==> config.mk <==
export PLATFORM = sky130hd
export DESIGN_NAME = vpn_div_cell
export DESIGN_NICKNAME = d
export VERILOG_FILES = /design/src/design/vpn_pkg.sv /design/src/design/vpn_div_cell.sv
export SDC_FILE = /design/constraint.sdc
export NUM_CORES = 1
export LEC_CHECK = 0
export BUFFER_PORTS_ARGS = -buffer_cell sky130_fd_sc_hd__buf_2
export CORE_MARGIN = 5
export CORE_UTILIZATION = 45
export CTS_CLUSTER_SIZE = 20
export DETAILED_ROUTE_END_ITERATION = 10
export PLACE_DENSITY = 0.8
export SETUP_SLACK_MARGIN = 0.4
export SLEW_MARGIN = 20
export SYNTH_ARGS = -nofsm -noshare
export SYNTH_HDL_FRONTEND = slang
export SYNTH_SLANG_ARGS = --single-unit
export TNS_END_PERCENT = 30
==> constraint.sdc <==
create_clock -name i_clk -period 11 [get_ports i_clk]
set_clock_uncertainty 0.1 [all_clocks]
set_input_delay 3.3 -clock i_clk [delete_from_list [all_inputs] [get_ports i_clk]]
set_output_delay 3.3 -clock i_clk [all_outputs]
set_load 0.01 [all_outputs]
==> src/design/vpn_pkg.sv <==
// ----------------------------------------------------------------------------
// vpn_pkg
// Shared types, constants and the arctangent table for the polar pipeline.
// ----------------------------------------------------------------------------
package vpn_pkg;

    localparam int CORDIC_CELLS = 16;
    localparam int SQRT_CELLS   = 32;
    localparam int DIV_CELLS    = 16;
    // input register + cordic + root + decision stage + divider + output register
    localparam int LATENCY      = 1 + CORDIC_CELLS + SQRT_CELLS + 1 + DIV_CELLS + 1;

    localparam logic [15:0] UNIT_ONE = 16'd16384;

    // word carried through the cordic and root cells
    typedef struct packed {
        logic signed [15:0] vx;
        logic signed [15:0] vy;
        logic        [31:0] s;
        logic signed [43:0] cx;
        logic signed [43:0] cy;
        logic        [31:0] z;
        logic               zero;
        logic        [35:0] rem;
        logic        [31:0] root;
        logic        [15:0] mag;
    } t_item;

    // word carried through the divider cells
    typedef struct packed {
        logic               neg_x;
        logic               neg_y;
        logic        [15:0] angle;
        logic        [15:0] mag;
        logic               norm;
        logic signed [15:0] px;
        logic signed [15:0] py;
        logic        [31:0] root;
        logic        [47:0] remx;
        logic        [47:0] remy;
        logic        [15:0] qx;
        logic        [15:0] qy;
    } t_div;

    // atan(2^-k) as a 32-bit binary angle
    function automatic logic [31:0] atan_entry(input logic [3:0] k);
        logic [31:0] v;
        case (k)
            4'd0:    v = 32'd536870912;
            4'd1:    v = 32'd316933406;
            4'd2:    v = 32'd167458907;
            4'd3:    v = 32'd85004756;
            4'd4:    v = 32'd42667331;
            4'd5:    v = 32'd21354465;
            4'd6:    v = 32'd10679838;
            4'd7:    v = 32'd5340245;
            4'd8:    v = 32'd2670163;
            4'd9:    v = 32'd1335087;
            4'd10:   v = 32'd667544;
            4'd11:   v = 32'd333772;
            4'd12:   v = 32'd166886;
            4'd13:   v = 32'd83443;
            4'd14:   v = 32'd41722;
            4'd15:   v = 32'd20861;
            default: v = 32'd0;
        endcase
        return v;
    endfunction

endpackage

==> src/design/vpn_div_cell.sv <==
// ----------------------------------------------------------------------------
// vpn_div_cell
// One quotient bit of both restoring divisions, registered.
// ----------------------------------------------------------------------------
module vpn_div_cell import vpn_pkg::*; (
    input  logic        i_clk,
    input  logic        i_rst_n,
    input  logic [3:0]  i_stage,
    input  logic        i_valid,
    input  t_div        i_item,
    output logic        o_valid,
    output t_div        o_item
);

    logic  r_valid;
    t_div  r_item;
    t_div  n_item;
    logic [47:0] dsh;

    always_comb begin
        dsh    = {16'd0, i_item.root} << i_stage;
        n_item = i_item;
        if (i_item.remx >= dsh) begin
            n_item.remx = i_item.remx - dsh;
            n_item.qx   = i_item.qx | (16'd1 << i_stage);
        end
        if (i_item.remy >= dsh) begin
            n_item.remy = i_item.remy - dsh;
            n_item.qy   = i_item.qy | (16'd1 << i_stage);
        end
    end

    always_ff @(posedge i_clk) begin
        if (!i_rst_n) begin
            r_valid <= 1'b0;
        end else begin
            r_valid <= i_valid;
        end
        r_item <= n_item;
    end

    assign o_valid = r_valid;
    assign o_item  = r_item;

endmodule

==> flow_metrics.env <==
export IMPL_outcome="completed"
export IMPL_worstHoldStart="i_item[186]"
export IMPL_tightest_slew_ns=0.8683
export IMPL_cts_repair_resized=0
export IMPL_cts_setup_buffers=0
export IMPL_muxShareOfSynthArea=0.06157
export IMPL_vias_per_cell=5.651
export IMPL_hpwl_mm=40.45
export IMPL_synth_seq_cells=228
export IMPL_fmax_mhz=117.6
export IMPL_fp_coreArea_um2=29560
export IMPL_drcViolationCount=0
export IMPL_synth_compound_area_frac=0.2358
export IMPL_syn_inst=1569
export IMPL_powerDensity_nw_per_um2=174.5
export IMPL_ys_types=95
export IMPL_yosys_area_share_simple=0.1791
export IMPL_grt_ovfl_total=0
export IMPL_clk_path_buf_depth=3
export IMPL_cts_buffers=25
export IMPL_die_y_um=182.6
export IMPL_dieArea_um2=33360
export IMPL_gp_congestion=0.9943
export IMPL_grt_pass1_vias=13270
export IMPL_synth_area_per_cell_um2=8.549
export IMPL_cp_common_cell="nand3_1"
export IMPL_end_kind="flop"
export IMPL_seq_area_frac_synth=0.3403
export IMPL_rows=63
export IMPL_path_class="in -> reg"
export IMPL_antenna_found_initial=2
export IMPL_grt_pass1_wl_mm=72.84
export IMPL_netlist_area_um2=13410
export IMPL_instances_no_fill=2388
export IMPL_async_flop_share=0
export IMPL_hold_violations=0
export IMPL_vias=13490
export IMPL_htreeDepth=1
export IMPL_holdPathStages=1
export IMPL_synth_net_count=1901
export IMPL_period_needed_ns=8.505
export IMPL_critPathArrivalTime_ns=8.84
export IMPL_die_w_um=182.6
export IMPL_finalCritPeriodShare=0.7732
export IMPL_area_growth_synth_to_final_pct=24.12
export IMPL_portBuffers=461
export IMPL_ys_flop_type="dfxtp_1"
export IMPL_place_inst=2341
export IMPL_hold_class="in -> reg"
export IMPL_cts_clk_slew_worst_paths_ns=0.06
export IMPL_tritoncts="yes"
export IMPL_root_buffer="clkbuf_16"
export IMPL_p_leak_nw=7.903
export IMPL_relSlewSlack=0.4211
export IMPL_first_pass_iters=5
export IMPL_path_cells="buf_2 > clkinv_1 > and4_1 > ha_1 > fa_1 > and2b_1 > o2111ai_1 > nand3_1 > nand3_1 > a2111oi_0 > o211a_1 > or2_2 > buf_4 > mux2_2"
export IMPL_drt_iter0_markers=1050
export IMPL_critPathSlowestCell="clkinv_1"
export IMPL_ir_drop_v=0.0001394
export IMPL_holdPathEnd="o_item[186]"
export IMPL_drt_wl_total_mm=48.61
export IMPL_synth_edf_count=0
export IMPL_nFillCells=2742
export IMPL_final_seq_area_um2=4564
export IMPL_clkSinkCount=228
export IMPL_layout_drive_gt1_share=0.2939
export IMPL_slowest_delay_ns=0.69
export IMPL_ys_warn_count=0
export IMPL_io_pins=462
export IMPL_rsz0062_at_grt="no"
export IMPL_cts_hold_buffers=0
export IMPL_drv_cap=0
export IMPL_post_drt_wl_per_cell_um=20.35
export IMPL_synth_top_family_by_area="compound AO/OA/AOI/OAI gates"
export IMPL_yosys_area_share_xor_xnor=0.04832
export IMPL_grt_max_degree=77
export IMPL_setup_viol=0
export IMPL_cp_max_fo=58
export IMPL_setup_tns_final_ns=0
export IMPL_layout_nets=2310
export IMPL_antenna_left=0
export IMPL_initial_core_util=0.4538
export IMPL_crit_path_start_kind="input port"
export IMPL_worstPathRequired_ns=11.33
export IMPL_slew_viol_final=0
export IMPL_multi_input_area_um2=8280
export IMPL_yosys_area_share_adder=0.09254
export IMPL_grt_usage=0.2740
-- per-layer routing --
layer,global-route usage,vias to the layer above,routed length [µm]
li1,-,6483,-
met1,0.3310,6240,19070
met2,0.4818,663,23490
met3,0.05242,108,3976
met4,0.1039,0,2076
met5,0,-,0
-- critical path: cells and delay by family --
kind,cells,cell delay [ns]
and+or+nand+nor,5,1.63
AOI/OAI and AO/OA,3,0.97
muxes,1,0.38
buffers and inverters,3,1.81
adders and majority gates,2,0.69
-- synthesized netlist by cell type (5+ instances only) --
cell type,number,area [µm²]
o21bai_1,35,262.8
nor2_1,151,566.8
nor2b_1,18,112.6
nand2_1,172,645.6
o31ai_1,7,52.55
xor2_1,34,297.8
o21ai_1,8,40.04
nor4_1,6,37.54
a21o_1,60,450.4
o21ai_0,74,370.4
and2_1,11,68.82
buf_2,16,80.08
or3_1,9,56.30
clkbuf_1,45,168.9
nand4_1,20,125.1
a22oi_1,5,37.54
nand3_1,35,175.2
mux2i_1,24,240.2
a31o_2,8,70.07
xnor2_1,40,350.3
mux2_2,9,101.4
inv_1,33,123.9
dfxtp_1,228,4564
nor3_1,18,90.09
a211oi_1,15,112.6
o211ai_1,8,60.06
a2111oi_0,6,52.55
or2_2,13,81.33
a31oi_1,14,87.58
o21a_1,11,82.58
and3_1,19,118.9
ha_1,96,1201
nand2b_1,12,75.07
buf_6,13,146.4
mux4_2,18,405.4
a21oi_1,185,925.9
-- cell type report --
type	instances	share of cell area
clock buffer	34	0.04261
tap	390	0.02931
inverter	35	0.007891
clock inverter	9	0.008417
antenna	4	0.0006012
sequential	228	0.2742
multi-input combinational	1225	0.4974
timing repair buffer	463	0.1396
-- sequential cells by signal, indices dropped and copies added (netlist names) --
| name | count |
|---|---|
| o_item | 227 |
| o_valid | 1 |
-- cell usage in the layout, fill, tap and decap left out, types with 12 or more instances in the layout --
cell,n
nand4_1,20
buf_2,460
xnor2_1,40
nand2_1,172
xor2_1,34
or2_2,14
inv_1,33
and3_1,19
a21o_1,60
nand3_1,35
a21oi_1,185
mux4_2,18
a31oi_1,14
dfxtp_1,228
o21bai_1,35
ha_1,96
a211oi_1,15
mux2i_1,24
nor3_1,18
nor2_1,151
clkbuf_16,25
nor2b_1,18
nand2b_1,12
o21ai_0,74
-- logic make-up (layout without fill, tap and decap cells) --
kind of cell | count (synthesis) | count (layout)
xor gates and xnor gates | 74 | 74
other | 0 | 4
adders and majority gates | 98 | 98
and+or+nand+nor | 511 | 511
buffers and inverters | 116 | 541
AOI/OAI and AO/OA | 485 | 485
muxes | 57 | 57
DFF | 228 | 228
-- through the flow --
step                        util  worst slack (ns)  cell area, µm²  total power, mW  hold WS [ns]
after CTS                 0.5628             2.349           16640            2.918         2.729
final                     0.5632             2.495           16650            2.905         2.750
after global routing      0.5630             2.152           16640            3.058         2.735
after floorplan                -             3.372           13410            1.676         3.228
after global placement    0.5341             1.860           15790            2.040         3.302
after detailed placement  0.5341             1.793           15790            2.049         3.304
-- how the worst max path moves through the flow --
stage | endpoint | startpoint | slack (ns) | depth (start not counted)
after CTS | o_item[98] | i_stage[0] | 2.35 | 15
final | o_item[98] | i_stage[3] | 2.50 | 14
after detailed placement | o_item[98] | i_stage[0] | 1.79 | 15
after global routing | o_item[98] | i_stage[3] | 2.15 | 14
after global placement | o_item[98] | i_stage[0] | 1.86 | 15
after floorplan | o_item[108] | i_stage[0] | 3.37 | 18
-- power breakdown --
part	total, mW	switching (mW)	leakage (nW)	internal [mW]
clock network	0.864	0.342	0.413	0.522
logic	1.03	0.617	5.57	0.416
registers	1.01	0.0475	1.92	0.961
total	2.91	1.01	7.90	1.90
No activity file was read; power rests on OpenSTA's default activity.
