## config.mk

```make
export PLATFORM = sky130hd
export DESIGN_NAME = vpn_cordic_cell
export DESIGN_NICKNAME = d
export VERILOG_FILES = /design/src/design/vpn_pkg.sv /design/src/design/vpn_cordic_cell.sv
export SDC_FILE = /design/constraint.sdc
export NUM_CORES = 1
export LEC_CHECK = 0
export ABC_AREA = 1
export BUFFER_PORTS_ARGS = -buffer_cell sky130_fd_sc_hd__buf_2
export CORE_MARGIN = 3
export CORE_UTILIZATION = 30
export DETAILED_ROUTE_END_ITERATION = 16
export GPL_ROUTABILITY_DRIVEN = 0
export HOLD_SLACK_MARGIN = 0.02
export PLACE_DENSITY = 0.49
export SLEW_MARGIN = 20
export SYNTH_ARGS = -nofsm -noshare
export SYNTH_HDL_FRONTEND = slang
export SYNTH_SLANG_ARGS = --single-unit
```

## constraint.sdc

```tcl
create_clock -name i_clk -period 4.9 [get_ports i_clk]
set_input_delay 0.49 -clock i_clk [delete_from_list [all_inputs] [get_ports i_clk]]
set_output_delay 0.49 -clock i_clk [all_outputs]
set_load 0.05 [all_outputs]
```

## src/design/vpn_pkg.sv

```systemverilog
// ----------------------------------------------------------------------------
// vpn_pkg
// Shared types, constants and the arctangent table for the polar pipeline.
// ----------------------------------------------------------------------------
package vpn_pkg;

    localparam int CORDIC_CELLS = 16;
    localparam int SQRT_CELLS   = 32;
    localparam int DIV_CELLS    = 16;
    // input register + cordic + root + decision stage + divider + output register
    localparam int LATENCY      = 1 + CORDIC_CELLS + SQRT_CELLS + 1 + DIV_CELLS + 1;

    localparam logic [15:0] UNIT_ONE = 16'd16384;

    // word carried through the cordic and root cells
    typedef struct packed {
        logic signed [15:0] vx;
        logic signed [15:0] vy;
        logic        [31:0] s;
        logic signed [43:0] cx;
        logic signed [43:0] cy;
        logic        [31:0] z;
        logic               zero;
        logic        [35:0] rem;
        logic        [31:0] root;
        logic        [15:0] mag;
    } t_item;

    // word carried through the divider cells
    typedef struct packed {
        logic               neg_x;
        logic               neg_y;
        logic        [15:0] angle;
        logic        [15:0] mag;
        logic               norm;
        logic signed [15:0] px;
        logic signed [15:0] py;
        logic        [31:0] root;
        logic        [47:0] remx;
        logic        [47:0] remy;
        logic        [15:0] qx;
        logic        [15:0] qy;
    } t_div;

    // atan(2^-k) as a 32-bit binary angle
    function automatic logic [31:0] atan_entry(input logic [3:0] k);
        logic [31:0] v;
        case (k)
            4'd0:    v = 32'd536870912;
            4'd1:    v = 32'd316933406;
            4'd2:    v = 32'd167458907;
            4'd3:    v = 32'd85004756;
            4'd4:    v = 32'd42667331;
            4'd5:    v = 32'd21354465;
            4'd6:    v = 32'd10679838;
            4'd7:    v = 32'd5340245;
            4'd8:    v = 32'd2670163;
            4'd9:    v = 32'd1335087;
            4'd10:   v = 32'd667544;
            4'd11:   v = 32'd333772;
            4'd12:   v = 32'd166886;
            4'd13:   v = 32'd83443;
            4'd14:   v = 32'd41722;
            4'd15:   v = 32'd20861;
            default: v = 32'd0;
        endcase
        return v;
    endfunction

endpackage

```

## src/design/vpn_cordic_cell.sv

```systemverilog
// ----------------------------------------------------------------------------
// vpn_cordic_cell
// One vectoring micro-rotation, registered.
// ----------------------------------------------------------------------------
module vpn_cordic_cell import vpn_pkg::*; (
    input  logic        i_clk,
    input  logic        i_rst_n,
    input  logic [3:0]  i_stage,
    input  logic        i_valid,
    input  t_item       i_item,
    output logic        o_valid,
    output t_item       o_item
);

    logic  r_valid;
    t_item r_item;
    t_item n_item;
    logic signed [43:0] dx;
    logic signed [43:0] dy;

    always_comb begin
        dx     = i_item.cy >>> i_stage;
        dy     = i_item.cx >>> i_stage;
        n_item = i_item;
        if (!i_item.cy[43]) begin
            n_item.cx = i_item.cx + dx;
            n_item.cy = i_item.cy - dy;
            n_item.z  = i_item.z + atan_entry(i_stage);
        end else begin
            n_item.cx = i_item.cx - dx;
            n_item.cy = i_item.cy + dy;
            n_item.z  = i_item.z - atan_entry(i_stage);
        end
    end

    always_ff @(posedge i_clk) begin
        if (!i_rst_n) begin
            r_valid <= 1'b0;
        end else begin
            r_valid <= i_valid;
        end
        r_item <= n_item;
    end

    assign o_valid = r_valid;
    assign o_item  = r_item;

endmodule

```

==> metrics.yaml, run 1 <==
grtUsageMet2: 0.396
outcome: "complete, no violations"
io_pins: 546
instances_no_fill: 4777
drtPass1Iterations: 6
netlist_area_mm2: 0.0205
path_delay_family: "simple AND/OR/NAND/NOR gates"
areaGrowthSynthToFinish_pct: 32.2
num_rows: 95
gr-usage-met1: 0.309
vdd_drop_max_v: 0.000374
synth_warnings: 0
cts_buffer_depth: 3
synth_edf_count: 0
htree_levels: 1
synth_area_leaders: "dfxtp_1 (26%), nand2_1 (16%), nand3_1 (11%)"
die_area_mm2: 0.0714
fp.dieH_um: 267
worstPathRequired_ns: 5.38
fin_crit_sh: 0.907
slew_viol_final: 0
post_drt_wl_per_cell_um: 18.3
yosysMostFrequentCell: "nand2_1"
cts_buffers: 31
grt_pass1_vias: 22800
final.min_clock_period_ns: 4.44
cts.sinks: 270
power.density_mw_per_mm2: 401
hold_class: "input port to flop"
critPathMostFrequentCell: "nand3_1"
cts_tree: "yes"
synth_cells: 3155
place_inst: 4569
core_area_mm2: 0.0674
yosys.area.top_type: "dfxtp_1"
critPathLaunchType: "input port"
synth_ff_type: "dfxtp_1"
async_flop_share: 0
use_met3: 0.0284
critical_path_arrival_ns: 4.92
whs_ns: 0.0660
fin_tns_setup_ns: 0
postSynthAreaPerCell_um2: 6.49
portBuffers: 545
ys_seq_area_frac: 0.264
pre_cts_ws_ns: -0.223
grt_pass1_wl_um: 130000
clkSlewWorstSetupHoldPaths_ns: 0.06
final_nets: 4292
cp_num_cells: 24
fmax_mhz: 225
end_kind: "flop"
synth_nets: 3568
viasPerCell: 4.91
ys_types: 52
crit_buf_inv: 6
antenna_found_initial: 8
cp_max_fo: 53
finalPower_uw: 10900
setup_viol: 0
slew_headroom: 0.539
die_x_um: 267
p_leak_uw: 0.0134
max_cap_violations: 0
drt_iter0_drc: 1597
grt_overflow: 0
dp_hpwl_um: 72600
clockRootBuffer: "clkbuf_16"
ant_nets: 0
drc: 0
layout-drive-gt1-share: 0.198
top_usage_layer: "met2"
synth_top_area_share: 0.264
grt_usage: 0.233
holdPathStages: 3
tightest_slew_ns: 0.689
yosys-top-cells-count: "nand2_1 (848), nand3_1 (457), nor2_1 (305)"
grt_start_max_net_pins: 75
finalHoldViolCount: 0
nFillCells: 7358
vias: 23500
fin_ws_ns: 0.457
wl_um: 87600
ys_seq_elements: 270
cts_resized: 0
critPathSlowestCell: "nor4_1"
start_util: 0.304
cp_slowest_stage_delay_ns: 0.46
crit_type: "input port to flop"
crit_chain: "buf_2 -> inv_2 -> buf_4 -> buf_12 -> nand3_1 -> nand3_1 -> nand3_1 -> nand2_1 -> ha_1 -> nand3_2 -> nor2_1 -> nand3_1 -> o21ai_2 -> nand4_1 -> nand2_1 -> inv_1 -> ha_1 -> nand2_1 -> nor2_1 -> inv_1 -> nor4_1 -> nand3_1 -> o2111ai_1 -> xor2_1"
-- power by group --
group          leakage (uW)  internal, uW  switching, uW
sequential          0.00228          2710            135
clock              0.000513          1400            979
combinational        0.0106          1550           4080
total                0.0134          5660           5200
-- worst min-delay path, delay by kind of cell --
| family | cells | cell delay (ns) |
|---|---|---|
| buf+inv | 2 | 0.12 |
| simple gates | 1 | 0.04 |
-- layout by cell type (no fill, tap or decap), types with 8 or more instances in the layout --
cell type,netlist,routed
nand2_1,848,848
buf_2,35,543
nand3_1,457,457
nor2_1,305,305
dfxtp_1,270,270
inv_1,261,260
a21oi_1,185,185
dlygate4sd3_1,0,150
ha_1,134,134
xor2_1,129,129
o21ai_0,122,122
buf_4,5,88
xnor2_1,61,61
nand4_1,34,34
clkbuf_16,0,31
o21ai_1,28,28
nand2_2,24,24
nor3_1,20,20
o21a_1,16,16
o21bai_1,15,15
nor2_2,13,13
a21o_1,13,13
a31oi_1,12,12
inv_2,10,11
nand3_2,11,11
nand3b_1,10,10
a21boi_0,9,9
nor4_1,9,9
o211ai_1,8,8
buf_12,0,8
-- per-layer routing --
metal | up-vias | wire length [um]
met5 | - | 0
met4 | 0 | 2450
met3 | 113 | 5050
met2 | 755 | 40500
met1 | 10700 | 39600
li1 | 11900 | -
-- final timing paths --
| check | startpoint | endpoint | slack [ns] |
|---|---|---|---|
| worst max-delay path | i_stage[1] | o_item[156] | 0.46 |
| worst min-delay path | i_rst_n | o_valid | 0.07 |
-- state kept, by name, indices dropped and copies added, names as in the netlist --
signal	cells
o_item	269
o_valid	1
-- metrics by stage --
step | cell area (um^2) | util
2_1_floorplan | 20500 | -
3_3_place_gp | 24500 | 0.363
3_5_place_dp | 24500 | 0.363
4_1_cts | 27000 | 0.401
5_1_grt | 27100 | 0.401
6_report | 27100 | 0.401
-- repair_timing --
item / CTS / global route
hold buffers: 150 / 0
endpoints found under the hold margin: 150 / 0
buffers inserted: 0 / 0
-- cell families (layout without fill, tap and decap cells) --
kind of cell    Yosys count  in the layout  share of synthesized area
simple gates           1746           1746                      0.368
other cells               0              4                          0
flops                   270            270                      0.264
compound gates          442            442                      0.122
buf+inv                 370           1115                     0.0796
fa+ha+maj               137            137                     0.0848
xor+xnor                190            190                     0.0813
-- final cells by class --
type / instances / area [um^2] / share of cell area
Tap cell: 873 / 1090 / 0.0404
Multi-Input combinational cell: 2515 / 13400 / 0.497
Inverter: 272 / 1030 / 0.0379
Clock buffer: 39 / 856 / 0.0316
Timing Repair Buffer: 789 / 5040 / 0.186
Antenna cell: 4 / 10.0 / 0.000370
Sequential cell: 270 / 5410 / 0.200
Clock inverter: 15 / 191 / 0.00708
(Power assumes the default switching activity.)
==> inputs of run 2 (changes only) <==
Settings changed: CORE_ASPECT_RATIO set to 1.5.
==> run 2 against run 1 <==
  * Routed wire length increased by 20%
  * Clock-buffer cell count decreased by 3
  * Non-clock buffer count increased by 54
  * Die area is essentially flat
  * Critical path type unchanged
==> metrics.yaml, run 2 (synthesis gave the netlist of run 1 again) <==
slew_headroom: 0.414  # -0.125
final.min_clock_period_ns: 4.52  # +0.0739 ns
critical_path_arrival_ns: 5.03  # +0.11 ns
grt_overflow: 0  # unchanged
end_kind: "flop"
nFillCells: 7311  # -0.64%
pre_cts_ws_ns: -0.235  # -0.0117 ns
final_cell_area_mm2: 0.0273  # +1.1%
path_delay_family: "simple AND/OR/NAND/NOR gates"
largest_reg_flops: 269  # unchanged
start_util: 0.305  # +0.000888
finalPower_uw: 11200  # +3.2%
vdd_drop_max_v: 0.000344  # -8.0%
p_sw_uw: 5470  # +5.3%
pwr-share-seq: 0.257  # -0.005
htree_levels: 1  # unchanged
layout_common_cells: "nand2_1 (848), buf_2 (543), nand3_1 (457)"
internal_power_uw: 5720  # +1.2%
wl_um: 106000  # +20%
worstPathRequired_ns: 5.41  # +0.03 ns
critPathLaunchType: "input port"
tightest_slew_ns: 0.876  # +0.187 ns
clockPowerShare: 0.208  # -0.011
cts_tree: "yes"
drt_iter0_drc: 1479  # -7.4%
max_cap_violations: 0  # unchanged
hold_class: "input port to flop"
share_comb_of_total_power: 0.535  # +0.016
drtPass1Iterations: 5  # -1
fp.dieH_um: 326  # +22%
placed_cell_area_mm2: 0.0252  # +2.8%
antenna_found_initial: 18  # +10
fmax_mhz: 221  # -1.6%
critPathSlowestCell: "buf_4"
die_area_mm2: 0.0715  # about the same
crit_type: "input port to flop"
cts_buffer_depth: 3  # unchanged
viasPerCell: 5.01  # +1.9%
grt_usage: 0.282  # +0.0491
outcome: "complete, no violations"
fin_util: 0.407  # +0.00547
cp_slowest_stage_delay_ns: 0.32  # -0.14 ns
post_drt_wl_per_cell_um: 21.8  # +19%
power.density_mw_per_mm2: 409  # +2.1%
drc: 0  # unchanged
rsz0062_at_grt: "false"
vias: 24300  # +3.4%
swShare: 0.489  # +0.0101
cts.sinks: 270  # unchanged
cts_buffers: 29  # -6.5%
critPathMostFrequentCell: "nand2_1"
portBuffers: 545  # unchanged
layout-drive-gt1-share: 0.218  # +0.0194
grt_start_max_net_pins: 95  # +27%
slew_viol_final: 0  # unchanged
finalHoldViolCount: 0  # unchanged
ant_nets: 0  # unchanged
fin_crit_sh: 0.922  # +0.0151
fin_ws_ns: 0.383  # -0.0739 ns
final_nets: 4344  # +1.2%
cts_setup_buffers: 0  # unchanged
setup_viol: 0  # unchanged
grt_pass1_vias: 24500  # +7.5%
areaGrowthSynthToFinish_pct: 33.6
core_area_mm2: 0.0672  # -0.29%
clockRootBuffer: "clkbuf_16"
grt_pass1_wl_um: 151000  # +16%
io_pins: 546  # unchanged
crit_buf_inv: 6  # unchanged
final_common_cell: "nand2_1"
num_rows: 116  # +22%
dp_hpwl_um: 89800  # +24%
p_leak_uw: 0.0137  # +2.0%
die_x_um: 219  # -18%
clkSlewWorstSetupHoldPaths_ns: 0.06  # about the same
cp_max_fo: 43  # -19%
## run 2: cell count changes in the layout (fill, tap and decap cells not counted), sizes merged, moves of 3 or more
cell / change
buf: +89
clkbuf: -3
diode: +3
dlygate4sd3: -35
## run 2: final cells by class
cell class	count	area (um^2)	share of cell area
multi-input combinational	2515	13400	0.491
sequential	270	5410	0.198
timing repair buffer	843	5360	0.196
tap	885	1110	0.0405
inverter	272	1030	0.0375
clock buffer	36	792	0.0290
clock inverter	16	204	0.00746
antenna	7	17.5	0.000641
## run 2: worst paths after layout
| check | endpoint | slack [ns] | start | cells after the start |
|---|---|---|---|---|
| max | o_item[155] | 0.38 | i_stage[1] | 27 |
| min | o_item[79] | 0.05 | i_item[79] | 1 |
## run 2: what timing repair did
item                                   in CTS  in global routing
hold buffers                              115                  0
resized for setup                           0                  0
endpoints found under the hold margin     115                  0
## run 2: metal layers
metal / vias up / global-route usage / part of all wire
li1: 12000 / - / -
met1: 11100 / 0.320 / 0.39
met2: 913 / 0.512 / 0.49
met3: 222 / 0.0463 / 0.065
met4: 18 / 0.127 / 0.052
met5: - / 0 / 0.0011
## run 2: per-stage QoR
stage | instances | setup TNS (ns) | hold slack [ns]
after floorplan | 3155 | 0 | 0.518
after global placement | 4670 | -0.752 | 0.592
after detailed placement | 4670 | -0.493 | 0.594
after CTS | 4837 | 0 | 0.0252
after global routing | 4840 | 0 | 0.0420
final | 4844 | 0 | 0.0510
## run 2: power groups by stage
stage | sequential [uW] | clock, uW | combinational, uW
after floorplan | 4680 | 0 | 2140
final | 2870 | 2330 | 5990
after CTS | 2880 | 2410 | 6000
after detailed placement | 2910 | 0 | 5890
after global routing | 2910 | 2470 | 6410
after global placement | 2910 | 0 | 5930
